### config.mk
export PLATFORM = sky130hd
export DESIGN_NAME = bitmap_page_allocator
export DESIGN_NICKNAME = d
export VERILOG_FILES = /design/src/rtl/bpa_pkg.sv /design/src/rtl/bpa_map.sv /design/src/rtl/bitmap_page_allocator.sv
export SDC_FILE = /design/constraint.sdc
export NUM_CORES = 2
export LEC_CHECK = 0
export BUFFER_PORTS_ARGS = -buffer_cell sky130_fd_sc_hd__buf_2
export CAP_MARGIN = 20
export CELL_PAD_IN_SITES_DETAIL_PLACEMENT = 1
export CELL_PAD_IN_SITES_GLOBAL_PLACEMENT = 2
export CORE_ASPECT_RATIO = 1.1
export CORE_MARGIN = 2
export CORE_UTILIZATION = 47
export CTS_BUF_LIST = sky130_fd_sc_hd__clkbuf_8
export DETAILED_ROUTE_END_ITERATION = 8
export GPL_TIMING_DRIVEN = 0
export PLACE_DENSITY_LB_ADDON = 0.1
export SYNTH_ARGS = -nofsm -noshare
export SYNTH_HDL_FRONTEND = slang
export SYNTH_SLANG_ARGS = --single-unit
export TNS_END_PERCENT = 30
### constraint.sdc
create_clock -name clk -period 8.6 [get_ports clk]
set_input_delay 1.29 -clock clk [delete_from_list [all_inputs] [get_ports clk]]
set_output_delay 1.29 -clock clk [all_outputs]
set_load 0.02 [all_outputs]
### src/rtl/bpa_pkg.sv
// Shared constants, types and helper functions for the bitmap page allocator.
`default_nettype none
package bpa_pkg;

    localparam int MAX_PAGES  = 1024;
    localparam int PAGE_SHIFT = 12;

    localparam int ADDR_W    = 32;
    localparam int CNT_W     = 11;
    localparam int WORD_BITS = 32;
    localparam int WORDS     = MAX_PAGES / WORD_BITS;
    localparam int WORD_AW   = $clog2(WORDS);
    localparam int BIT_AW    = $clog2(WORD_BITS);
    localparam int IDX_W     = $clog2(MAX_PAGES);
    localparam int PIDX_W    = ADDR_W - PAGE_SHIFT;
    localparam int PN_W      = CNT_W + 1;

    localparam logic [CNT_W-1:0]  COUNT_MAX = {CNT_W{1'b1}};
    localparam logic [CNT_W-1:0]  MAX_CNT   = CNT_W'(MAX_PAGES);
    localparam logic [ADDR_W-1:0] PAGE_MASK = ADDR_W'((64'd1 << PAGE_SHIFT) - 64'd1);

    localparam logic [1:0] OP_INIT  = 2'd0;
    localparam logic [1:0] OP_ALLOC = 2'd1;
    localparam logic [1:0] OP_FREE  = 2'd2;

    localparam logic [1:0] CFG_BASE     = 2'd0;
    localparam logic [1:0] CFG_MANAGED  = 2'd1;
    localparam logic [1:0] CFG_OFFSET   = 2'd2;
    localparam logic [1:0] CFG_RESERVED = 2'd3;

    // Map port commands from the sequencer.
    typedef struct packed {
        logic               rd_en;
        logic [WORD_AW-1:0] rd_addr;
        logic               wr_en;
        logic [WORD_AW-1:0] wr_addr;
    } map_cmd_t;

    // Bits of word w whose page index lies below bound.
    function automatic logic [WORD_BITS-1:0] prefix_mask(
        input logic [CNT_W-1:0]   bound,
        input logic [WORD_AW-1:0] w
    );
        logic [CNT_W-1:0] base;
        logic [CNT_W-1:0] rem;
        logic [WORD_BITS-1:0] m;
        base = CNT_W'({w, {BIT_AW{1'b0}}});
        rem  = bound - base;
        if (bound <= base)
            m = '0;
        else if (rem >= CNT_W'(WORD_BITS))
            m = '1;
        else
            m = ~({WORD_BITS{1'b1}} << rem[BIT_AW-1:0]);
        return m;
    endfunction

    // Position of the lowest set bit.
    function automatic logic [BIT_AW-1:0] lowest_set(input logic [WORD_BITS-1:0] v);
        logic [BIT_AW-1:0] pos;
        pos = '0;
        for (int i = WORD_BITS - 1; i >= 0; i--) begin
            if (v[i])
                pos = BIT_AW'(i);
        end
        return pos;
    endfunction

    function automatic logic [ADDR_W-1:0] align_up(input logic [ADDR_W-1:0] a);
        return (a + PAGE_MASK) & ~PAGE_MASK;
    endfunction

endpackage
`default_nettype wire

### src/rtl/bpa_map.sv
// Used-bit map storage: word memory with per-row valid flags cleared at reset.
`default_nettype none
module bpa_map (
    input  wire logic                            clk,
    input  wire logic                            rst_n,
    input  wire bpa_pkg::map_cmd_t               cmd,
    input  wire logic [bpa_pkg::WORD_BITS-1:0]   wr_data,
    output logic      [bpa_pkg::WORD_BITS-1:0]   rd_data
);
    import bpa_pkg::*;

    logic [WORD_BITS-1:0] mem [WORDS];
    logic [WORDS-1:0]     row_valid_reg;
    logic [WORD_BITS-1:0] mem_q_reg;
    logic                 valid_q_reg;

    always_ff @(posedge clk)
    begin
        if (cmd.wr_en)
            mem[cmd.wr_addr] <= wr_data;
        if (cmd.rd_en)
            mem_q_reg <= mem[cmd.rd_addr];
    end

    always_ff @(posedge clk or negedge rst_n)
    begin
        if (!rst_n)
        begin
            row_valid_reg <= '0;
            valid_q_reg   <= 1'b0;
        end
        else
        begin
            if (cmd.wr_en)
                row_valid_reg[cmd.wr_addr] <= 1'b1;
            if (cmd.rd_en)
                valid_q_reg <= row_valid_reg[cmd.rd_addr];
        end
    end

    // rows never written since reset read as all free
    assign rd_data = valid_q_reg ? mem_q_reg : '0;

endmodule
`default_nettype wire

### src/rtl/bitmap_page_allocator.sv
// Top level of the bitmap page allocator: config registers and operation sequencer.
//
// First-fit page frame allocator over a map of MAX_PAGES used bits, held as
// 32-bit words in an internal memory. A request is taken when start is high
// and busy is low; busy then stays high until the result has been shown.
// The result (ok, address, free_count) is on the ports for exactly one cycle
// with done high, and the receiver must take it then: it cannot stall.
// Steps of each operation, from the accepting edge to the done cycle:
//   init  - one map word written per cycle, then done.
//   alloc - one map word read and checked per cycle through the single read
//           port, then the address step when a free page was found; a scan
//           that finds nothing goes straight to done.
//   free  - start address, index and read, check and write back; the check
//           is skipped when the index is out of range.
//   other codes - straight to done.
// No clearing pass runs after reset: each map row has a valid flag that
// reset clears, and an unwritten row reads as all free.
// Config writes are always taken (cfg_ready is tied high) and must only be
// issued while busy is low.
`default_nettype none
module bitmap_page_allocator (
    input  wire logic                         clk,
    input  wire logic                         rst_n,
    input  wire logic                         start,
    output logic                              busy,
    input  wire logic [1:0]                   operation,
    input  wire logic [bpa_pkg::ADDR_W-1:0]   page_address,
    output logic                              done,
    output logic                              ok,
    output logic      [bpa_pkg::ADDR_W-1:0]   address,
    output logic      [bpa_pkg::CNT_W-1:0]    free_count,
    input  wire logic                         cfg_valid,
    output logic                              cfg_ready,
    input  wire logic [1:0]                   cfg_index,
    input  wire logic [bpa_pkg::ADDR_W-1:0]   cfg_data
);
    import bpa_pkg::*;

    typedef enum logic [7:0] {
        ST_IDLE       = 8'b0000_0001,
        ST_INIT       = 8'b0000_0010,
        ST_SCAN       = 8'b0000_0100,
        ST_ALLOC_ADDR = 8'b0000_1000,
        ST_FREE_START = 8'b0001_0000,
        ST_FREE_IDX   = 8'b0010_0000,
        ST_FREE_CHK   = 8'b0100_0000,
        ST_DONE       = 8'b1000_0000
    } state_t;

    state_t state_reg, state_next;

    // configuration
    logic [ADDR_W-1:0] base_reg;
    logic [CNT_W-1:0]  managed_reg, offset_reg, reserved_reg;

    // allocator state
    logic [CNT_W-1:0]  free_pages_reg, free_pages_next;

    // per-request working registers
    logic [CNT_W-1:0]   lim_reg, lim_next;
    logic [CNT_W-1:0]   res_reg, res_next;
    logic [ADDR_W-1:0]  aligned_reg, aligned_next;
    logic [ADDR_W-1:0]  start_reg, start_next;
    logic [ADDR_W-1:0]  req_addr_reg, req_addr_next;
    logic [WORD_AW-1:0] ptr_reg, ptr_next;
    logic [IDX_W-1:0]   idx_reg, idx_next;
    logic               ok_reg, ok_next;
    logic [ADDR_W-1:0]  address_reg, address_next;

    map_cmd_t             map_cmd;
    logic [WORD_BITS-1:0] map_wr_data;
    logic [WORD_BITS-1:0] map_rd_data;

    // combinational helpers
    logic [CNT_W-1:0]     lim_now, res_now;
    logic [WORD_BITS-1:0] avail;
    logic [BIT_AW-1:0]    hit_pos;
    logic [CNT_W-1:0]     next_base;
    logic                 scan_last;
    logic [ADDR_W-1:0]    diff;
    logic [PIDX_W-1:0]    pidx;
    logic                 in_range;
    logic [PN_W-1:0]      page_num;

    bpa_map u_map (
        .clk     (clk),
        .rst_n   (rst_n),
        .cmd     (map_cmd),
        .wr_data (map_wr_data),
        .rd_data (map_rd_data)
    );

    assign busy       = (state_reg != ST_IDLE);
    assign done       = (state_reg == ST_DONE);
    assign ok         = ok_reg;
    assign address    = address_reg;
    assign free_count = free_pages_reg;
    assign cfg_ready  = 1'b1;

    // managed count clamps to the map size, reserved count to the managed one
    assign lim_now = (managed_reg > MAX_CNT) ? MAX_CNT : managed_reg;
    assign res_now = (reserved_reg > lim_now) ? lim_now : reserved_reg;

    // scan: free bits of the current word that fall below the managed limit
    assign avail     = ~map_rd_data & prefix_mask(lim_reg, ptr_reg);
    assign hit_pos   = lowest_set(avail);
    assign next_base = CNT_W'({ptr_reg, {BIT_AW{1'b0}}}) + CNT_W'(WORD_BITS);
    assign scan_last = (ptr_reg == WORD_AW'(WORDS - 1)) || (next_base >= lim_reg);

    // free: address to page index relative to the first managed page
    assign diff     = req_addr_reg - start_reg;
    assign pidx     = diff[ADDR_W-1:PAGE_SHIFT];
    assign in_range = pidx < PIDX_W'(lim_reg);

    assign page_num = PN_W'(idx_reg) + PN_W'(offset_reg);

    always_comb
    begin
        state_next      = state_reg;
        free_pages_next = free_pages_reg;
        lim_next        = lim_reg;
        res_next        = res_reg;
        aligned_next    = aligned_reg;
        start_next      = start_reg;
        req_addr_next   = req_addr_reg;
        ptr_next        = ptr_reg;
        idx_next        = idx_reg;
        ok_next         = ok_reg;
        address_next    = address_reg;
        map_cmd         = '0;
        map_wr_data     = '0;

        unique case (state_reg)
            ST_IDLE:
            begin
                if (start)
                begin
                    ok_next       = 1'b0;
                    address_next  = '0;
                    lim_next      = lim_now;
                    res_next      = res_now;
                    aligned_next  = align_up(base_reg);
                    req_addr_next = page_address;
                    ptr_next      = '0;
                    unique case (operation)
                        OP_INIT:
                        begin
                            free_pages_next = lim_now - res_now;
                            state_next      = ST_INIT;
                        end
                        OP_ALLOC:
                        begin
                            map_cmd.rd_en   = 1'b1;
                            map_cmd.rd_addr = '0;
                            state_next      = ST_SCAN;
                        end
                        OP_FREE:
                            state_next = ST_FREE_START;
                        default:
                            state_next = ST_DONE;
                    endcase
                end
            end

            ST_INIT:
            begin
                map_cmd.wr_en   = 1'b1;
                map_cmd.wr_addr = ptr_reg;
                map_wr_data     = prefix_mask(res_reg, ptr_reg);
                if (ptr_reg == WORD_AW'(WORDS - 1))
                begin
                    ok_next    = 1'b1;
                    state_next = ST_DONE;
                end
                else
                    ptr_next = ptr_reg + 1'b1;
            end

            ST_SCAN:
            begin
                if (|avail)
                begin
                    map_cmd.wr_en   = 1'b1;
                    map_cmd.wr_addr = ptr_reg;
                    map_wr_data     = map_rd_data | (WORD_BITS'(1) << hit_pos);
                    idx_next        = {ptr_reg, hit_pos};
                    ok_next         = 1'b1;
                    if (free_pages_reg != '0)
                        free_pages_next = free_pages_reg - 1'b1;
                    state_next      = ST_ALLOC_ADDR;
                end
                else if (scan_last)
                    state_next = ST_DONE;
                else
                begin
                    // fetch the next word while this one is checked
                    map_cmd.rd_en   = 1'b1;
                    map_cmd.rd_addr = ptr_reg + 1'b1;
                    ptr_next        = ptr_reg + 1'b1;
                end
            end

            ST_ALLOC_ADDR:
            begin
                address_next = aligned_reg + (ADDR_W'(page_num) << PAGE_SHIFT);
                state_next   = ST_DONE;
            end

            ST_FREE_START:
            begin
                start_next = aligned_reg + (ADDR_W'(offset_reg) << PAGE_SHIFT);
                state_next = ST_FREE_IDX;
            end

            ST_FREE_IDX:
            begin
                if (in_range)
                begin
                    ok_next         = 1'b1;
                    idx_next        = pidx[IDX_W-1:0];
                    map_cmd.rd_en   = 1'b1;
                    map_cmd.rd_addr = pidx[IDX_W-1:BIT_AW];
                    state_next      = ST_FREE_CHK;
                end
                else
                    state_next = ST_DONE;
            end

            ST_FREE_CHK:
            begin
                // a page already free leaves map and count alone
                if (map_rd_data[idx_reg[BIT_AW-1:0]])
                begin
                    map_cmd.wr_en   = 1'b1;
                    map_cmd.wr_addr = idx_reg[IDX_W-1:BIT_AW];
                    map_wr_data     = map_rd_data &
                                      ~(WORD_BITS'(1) << idx_reg[BIT_AW-1:0]);
                    if (free_pages_reg != COUNT_MAX)
                        free_pages_next = free_pages_reg + 1'b1;
                end
                state_next = ST_DONE;
            end

            ST_DONE:
                state_next = ST_IDLE;

            default:
                state_next = ST_IDLE;
        endcase
    end

    // control state and config
    always_ff @(posedge clk or negedge rst_n)
    begin
        if (!rst_n)
        begin
            state_reg      <= ST_IDLE;
            free_pages_reg <= '0;
            base_reg       <= '0;
            managed_reg    <= MAX_CNT;
            offset_reg     <= '0;
            reserved_reg   <= '0;
            ok_reg         <= 1'b0;
            address_reg    <= '0;
        end
        else
        begin
            state_reg      <= state_next;
            free_pages_reg <= free_pages_next;
            ok_reg         <= ok_next;
            address_reg    <= address_next;
            if (cfg_valid && cfg_ready)
            begin
                unique case (cfg_index)
                    CFG_BASE:     base_reg     <= cfg_data;
                    CFG_MANAGED:  managed_reg  <= cfg_data[CNT_W-1:0];
                    CFG_OFFSET:   offset_reg   <= cfg_data[CNT_W-1:0];
                    CFG_RESERVED: reserved_reg <= cfg_data[CNT_W-1:0];
                    default:      ;
                endcase
            end
        end
    end

    // working registers, no reset needed
    always_ff @(posedge clk)
    begin
        lim_reg      <= lim_next;
        res_reg      <= res_next;
        aligned_reg  <= aligned_next;
        start_reg    <= start_next;
        req_addr_reg <= req_addr_next;
        ptr_reg      <= ptr_next;
        idx_reg      <= idx_next;
    end

endmodule
`default_nettype wire
# Word-level counts from Yosys, hierarchy flattened
# Memory sizes are Yosys's and may differ from the RTL's. A register that Yosys moved wholly into a read port is not among the register bits.
# Cells that the tools add are included.
[totals]
mem_count = 1
register_bits = 271
ramBits = 1024
output_inout_bits = 47
inputBits = 72
[op_classes]
mux = 88
reduce_logical = 23
eq_ne = 28
shift = 4
order_cmp = 12
n_bitwise = 8
n_addsub = 12
[memory_table]
columns = ["memory", "depth", "word_bits", "read_ports", "rd_clocked_by_memory_dff", "wr", "line", "source"]
rows = [
  ["u_map.mem", 32, 32, 1, 1, 1, "bpa_map.sv:12", "logic [WORD_BITS-1:0] mem [WORDS];"],
]
[ops]
columns = ["operator", "count"]
rows = [
  ["32-bit two-way mux", 8],
  ["5-bit two-way mux", 36],
  ["32-bit inverter", 4],
  ["32-bit case mux with 3 select lines", 1],
  ["11-bit two-way mux", 8],
  ["32-bit AND", 2],
  ["32-bit OR", 2],
  ["32-bit case mux with 2 select lines", 1],
  ["1-bit by 5-bit << shifter with 32-bit output, first input constant", 2],
  ["32-bit by 5-bit << shifter with 32-bit output, first input constant", 2],
  ["8-bit case mux with 6 select lines", 1],
  ["6-bit two-way mux", 7],
  ["8-bit two-way mux", 5],
  ["6-bit case mux with 3 select lines", 2],
  ["11-bit case mux with 3 select lines", 1],
  ["32-bit by 12-bit adder with 32-bit output, second input constant", 1],
  ["32-bit by 23-bit adder with 32-bit output", 1],
  ["32-bit by 24-bit adder with 32-bit output", 1],
  ["32-bit OR reduction", 1],
  ["32-bit subtractor", 1],
  ["8-bit case mux with 3 select lines", 1],
  ["11-bit by 6-bit greater-or-equal comparator with 1-bit output, second input constant", 2],
  ["11-bit by 10-bit less-or-equal comparator with 1-bit output", 2],
  ["11-bit by 10-bit subtractor with 11-bit output", 2],
  ["other kinds (47)", 81],
]

# Longest topological paths before layout
[logic_depth]
depth_word = 42
mapped_depth = 33
mapped_depth_nobuf = 31

# Hierarchy
# Synthesis repeated with hierarchy kept, for this count alone.
[unflattened]
cells_unflattened = 3293
area_unflattened_um2 = 56603.0
[modules_own_cells]
columns = ["mod", "cells_per_inst", "area_each_um2", "seq_area_each_um2", "n_inst"]
rows = [
  ["bpa_map", 1672, 41412.2, 32536.2, 1],
  ["bitmap_page_allocator", 1621, 15190.8, 5542.8, 1],
]

# Worst setup path after synthesis
# Ideal clock, no wire load.
[synth_path]
kind = "register to register"
start = "register ptr_reg[0]"
end = "memory u_map.mem[0][5], data pin"
stages_incl_launch_ff = 18
synth_period_minus_slack_ns = 6.331
setup_slack_ns = 2.269
arrival_ns = 5.768
setup_ns = 0.563
cell_sequence = "edfxtp_1 ha_1 fa_1 nor3b_1 nand2_1 mux2_2 or3_1 clkbuf_1 buf_2 a21oi_1 o22ai_1 a221oi_1 o21ai_0 a211oi_1 o31ai_1 a22oi_1 o21ai_0 o41ai_1"
[synth_between]
elab_chain_len = 41
word_cells_on_any_way = 48
cone_classes = "add/sub: 2; order compare: 4; shift: 1; mux: 38; bitwise: 2; reduce/logical: 1"
[synth_lines]
columns = ["item", "line", "source"]
rows = [
  ["from (decl)", "bitmap_page_allocator.sv:65", "logic [WORD_AW-1:0] ptr_reg, ptr_next;"],
  ["from (signal assigned)", "bitmap_page_allocator.sv:293", "ptr_reg <= ptr_next;"],
  ["11-bit by 10-bit subtractor with 11-bit output", "bpa_pkg.sv:48", "rem = bound - base;"],
  ["11-bit by 6-bit greater-or-equal comparator with 1-bit output", "bpa_pkg.sv:51", "else if (rem >= CNT_W'(WORD_BITS))"],
  ["32-bit two-way mux", "bpa_pkg.sv:51", ""],
  ["32-bit two-way mux", "bpa_pkg.sv:49", "if (bound <= base)"],
  ["32-bit AND", "bitmap_page_allocator.sv:105", "assign avail = ~map_rd_data & prefix_mask(lim_reg, ptr_reg);"],
  ["5-bit two-way mux (32 in series)", "bpa_pkg.sv:63", "if (v[i])"],
  ["1-bit by 5-bit << shifter with 32-bit output", "bitmap_page_allocator.sv:185", "map_wr_data = map_rd_data | (WORD_BITS'(1) << hit_pos);"],
  ["32-bit OR", "bitmap_page_allocator.sv:185", ""],
  ["32-bit two-way mux", "bitmap_page_allocator.sv:181", "if (|avail)"],
  ["32-bit case mux with 3 select lines (*)", "bitmap_page_allocator.sv:133", "unique case (state_reg)"],
  ["via map_wr_data[5]", "bitmap_page_allocator.sv:71", "logic [WORD_BITS-1:0] map_wr_data;"],
  ["to (decl)", "bpa_map.sv:12", ""],
]
# Mark *: on every way through the listed nets, which the timed path passes. The rest lies on a longest branch.

# Worst setup path after layout
[layout_path]
start = "register req_addr_reg[13]"
end = "register u_map.mem_q_reg[0], read port of u_map.mem, data pin"
[layout_between]
elab_chain_len = 4
[layout_lines]
columns = ["item", "line", "source"]
rows = [
  ["from (decl)", "bitmap_page_allocator.sv:64", "logic [ADDR_W-1:0] req_addr_reg, req_addr_next;"],
  ["from (signal assigned)", "bitmap_page_allocator.sv:292", "req_addr_reg <= req_addr_next;"],
  ["32-bit subtractor (*)", "bitmap_page_allocator.sv:111", "assign diff = req_addr_reg - start_reg;"],
  ["20-bit by 11-bit less-than comparator with 1-bit output", "bitmap_page_allocator.sv:113", "assign in_range = pidx < PIDX_W'(lim_reg);"],
  ["6-bit two-way mux (*)", "bitmap_page_allocator.sv:217", "if (in_range)"],
  ["6-bit case mux with 3 select lines (*)", "bitmap_page_allocator.sv:133", ""],
  ["to (decl)", "bpa_map.sv:14", "logic [WORD_BITS-1:0] mem_q_reg;"],
]
# Every way passes the cells marked *; elsewhere a longest branch is shown, timed or not.
# A chain may end at the register's enable or synchronous reset.

==> metrics.md <==
| Metric | Value |
|---|---|
| Outcome | finished clean |
| Worst EP required | between 9000 and 10000 ps |
| Area post-placement | 0.0636 mm² |
| Hold Buf Count CTS | 0 |
| Tot Pwr | 17.5 mW |
| DRT Wirelength | about 190000 µm |
| GRT overflow | 0 |
| Synthesis warning total | 0 |
| Syn-to-layout area delta | 14.3% |
| Vias in the first global route | 40868 |
| Slowest cell on the critical path | a221oi_1 |
| Power Dens Cells | 259 mW/mm² |
| DRC viols | 0 |
| Synth top area cells | edfxtp_1 59%, mux2i_1 7.7%, dfrtp_1 5.8% |
| Clock latency on the worst-skew pair | 980 ps |
| RSZ-0062 raised after global routing | false |
| Crit path arrival time | between 9000 and 10000 ps |
| Most frequent cells in the layout | 1153 x edfxtp_1, 465 x nand2_1, 457 x mux2i_1 |
| Hpwl dp | 137000 µm |
| Post-CTS setup buffer count | 0 |
| IO buf count | 93 |
| Post-synth top area cell | edfxtp_1 |
| Max Clk Rate | around 0.12 GHz |
| Pin slew with the least headroom to its limit | 1190 ps |
| CP Capture Type | flop |
| Iter 0 DRT Violations | 2992 |
| Final ANT Viol Nets | 0 |
| Final count of negative-setup-slack endpoints | 0 |
| Yosys cell types | 91 |
| Tmin final | 8460 ps |
| #FFs+latches synth | ~1300 |
| Num CTS Buffers | 206 |
| Total Routing Usage GR | 0.295 |
| Commonest register cell after synthesis | edfxtp_1 |
| I/O pin count | roughly 120 |
| First-pass DRT Iterations | 5 |
| DR vias | 39138 |
| Mapped cell area | 0.0591 mm² |
| Inst Count DP | around 6300 |
| Placer Congestion | 0.938 |
| Wire per inst | 28.5 µm |
| Largest stage delay, worst path | 940 ps |
| TritonCTS clock tree | built |
| Post-Layout Inst Area | a little under 0.07 mm² |
| Leak | ~23 nW |
| Max reg flops | 1024 |
| Final net count | 5003 |
| Largest net degree at the start of global routing | between 70 and 80 |
| Commonest non-fill, non-tap cell in the layout | edfxtp_1 |
| Root buffer cell | clkbuf_8 |
| Critical path fanouts, max | 10 |
| Fin. Hold Viols | 0 |
| HP Class | in2async |
| Initial Util | 0.473 |
| Setup CP Type | reg2reg |
| Multi-input logic area | 0.0198 mm² |
| Critical Path Start Type | flop |
| Worst clock skew | 57.9 ps |
| Max_cap viols | 0 |
| Sequential Area | 0.0381 mm² |
| Antenna violations before repair | 6 |
| Vias/cell | 5.89 |
| Top reg by flops | u_map.mem |
| Fin. max-slew vios | 0 |
| Clock sink total | approximately 1300 |
| Setup crit start | req_addr_reg[13] |
| Crit path top cell by count | nor3_1 |
| H-Tree Depth | 4 |
| Post-synth ARST share | 0.107 |
| Fill cell count | 12421 |
| R2R Setup Slk | 140 ps |
| Register area share after synthesis | 0.644 |
| Maximum VDD drop | 0.000181 V |
| EDFF count, synth | 1153 |
| FP Rows | 136 |
| Pre-CTS setup slack | 130 ps |
| Hold_ws | 314 ps |
| First-pass GRT wire length | 277000 µm |
| Clock transition at path regs | approximately 60 ps |
| Avg Inst Size Synth | 13.4 µm² |
| Cells after synthesis | 4428 |
| CP Cell Sequence | ha_1 > nor2b_1 > o211a_1 > nor3_1 > nor3b_1 > nor2_1 > xor2_1 > inv_1 > ha_1 > nor3_1 > a22oi_1 > nand4_1 > a31oi_1 > a2111o_1 > nor3_1 > nand4_1 > o22ai_2 > buf_2 > buf_4 > buf_2 > a211oi_1 > nor3_1 > a21oi_1 > a221oi_1 |
| Final period utilization | 0.984 |
| Die X-Extent | roughly 340 µm |
| Rel. slew slack | 0.209 |
| Reg2reg start | req_addr_reg[13] |
| Total core area | 0.125 mm² |
| Clock buffer depth | 3 |
| Die height | 376 µm |
| Post-synth top area share | 0.586 |
| Ratio of cells with drive above 1 in the final layout | 0.148 |
| Resize count post-CTS | 0 |
| Post-route insts no fill | 6643 |
| Final worst slack | 138 ps |
| Die ar. | 0.129 mm² |
==> per-stage QoR <==
step,util,setup TNS (ps)
after detailed placement,0.510,0
after floorplan,-,0
after global placement,0.494,-1908050
after CTS,0.541,0
final,0.541,0
after global routing,0.541,0
==> cell type report <==
| cell class | count | area share |
|---|---|---|
| Tap cell | 1656 | 0.0306 |
| Multi-Input combinational cell | 2757 | 0.294 |
| Timing Repair Buffer | 166 | 0.0274 |
| Clock buffer | 224 | 0.0456 |
| Buffer | 262 | 0.0198 |
| Inverter | 129 | 0.00720 |
| Antenna cell | 3 | 0.000111 |
| Clock inverter | 155 | 0.0126 |
| Sequential cell | 1291 | 0.563 |
==> cells in the mapped netlist, types with 12 or more instances <==
cell,count
a211oi_1,144
a21boi_0,20
a21o_1,22
a21oi_1,158
a221oi_1,24
a22oi_1,14
a31oi_1,73
and2_0,40
and2_1,84
and3_1,77
buf_1,17
buf_2,61
buf_4,26
buf_6,17
clkbuf_1,137
dfrtp_1,136
edfxtp_1,1153
ha_1,110
inv_1,128
mux2_2,89
mux2i_1,457
nand2_1,465
nand2b_1,21
nand3_1,67
nand4_1,16
nor2_1,143
nor2b_1,30
nor3_1,90
nor4_1,21
o211ai_1,25
o21a_1,23
o21ai_0,178
o21bai_1,36
o22ai_1,12
o2bb2ai_1,21
o31ai_1,14
or2_2,13
or3_1,12
xnor2_1,47
xor2_1,37
==> kinds of logic (layout without fill, tap and decap cells) <==
| family | Yosys count | after routing | share of synthesized area |
|---|---|---|---|
| compound gates | 854 | 854 | 0.0962 |
| xor+xnor | 84 | 84 | 0.0124 |
| fa+ha+maj | 118 | 118 | 0.0260 |
| buf+inv | 391 | 936 | 0.0308 |
| flops | 1291 | 1291 | 0.644 |
| mux | 555 | 555 | 0.0977 |
| other cells | 2 | 16 | 0.000127 |
| simple gates | 1133 | 1133 | 0.0927 |
==> metal layers <==
layer,routed length (µm),global-route usage,share of wire
met1,77900,0.376,0.41
met2,96500,0.516,0.51
met3,8710,0.0405,0.046
met4,6260,0.101,0.033
met5,22,0,0.00012
==> where the power goes <==
group,internal (mW),switching (mW),total [mW],leakage (nW)
logic,1.49,3.07,4.56,9.13
registers,7.56,0.297,7.86,11.4
clock network,2.56,2.53,5.09,2.24
total,11.6,5.90,17.5,22.8
==> final timing paths <==
kind                                      endpoint  depth (start not counted)
max in group asynchronous             state_reg[0]                          2
min in group clk           u_map.row_valid_reg[21]                          1
hold / removal                         address[29]                          1
hold reg to reg            u_map.row_valid_reg[21]                          1
setup / recovery                u_map.mem_q_reg[0]                         24
setup reg to reg                u_map.mem_q_reg[0]                         24
==> worst max-delay path: cells and delay by family, from the launching register on <==
| family | cells | cell delay (ps) |
|---|---|---|
| DFF | 1 | 440 |
| AOI/OAI and AO/OA | 8 | 2800 |
| adders and majority gates | 2 | 530 |
| buffers and inverters | 4 | 1260 |
| and+or+nand+nor | 9 | 2330 |
| xor gates and xnor gates | 1 | 680 |
(Power assumes the default switching activity.)
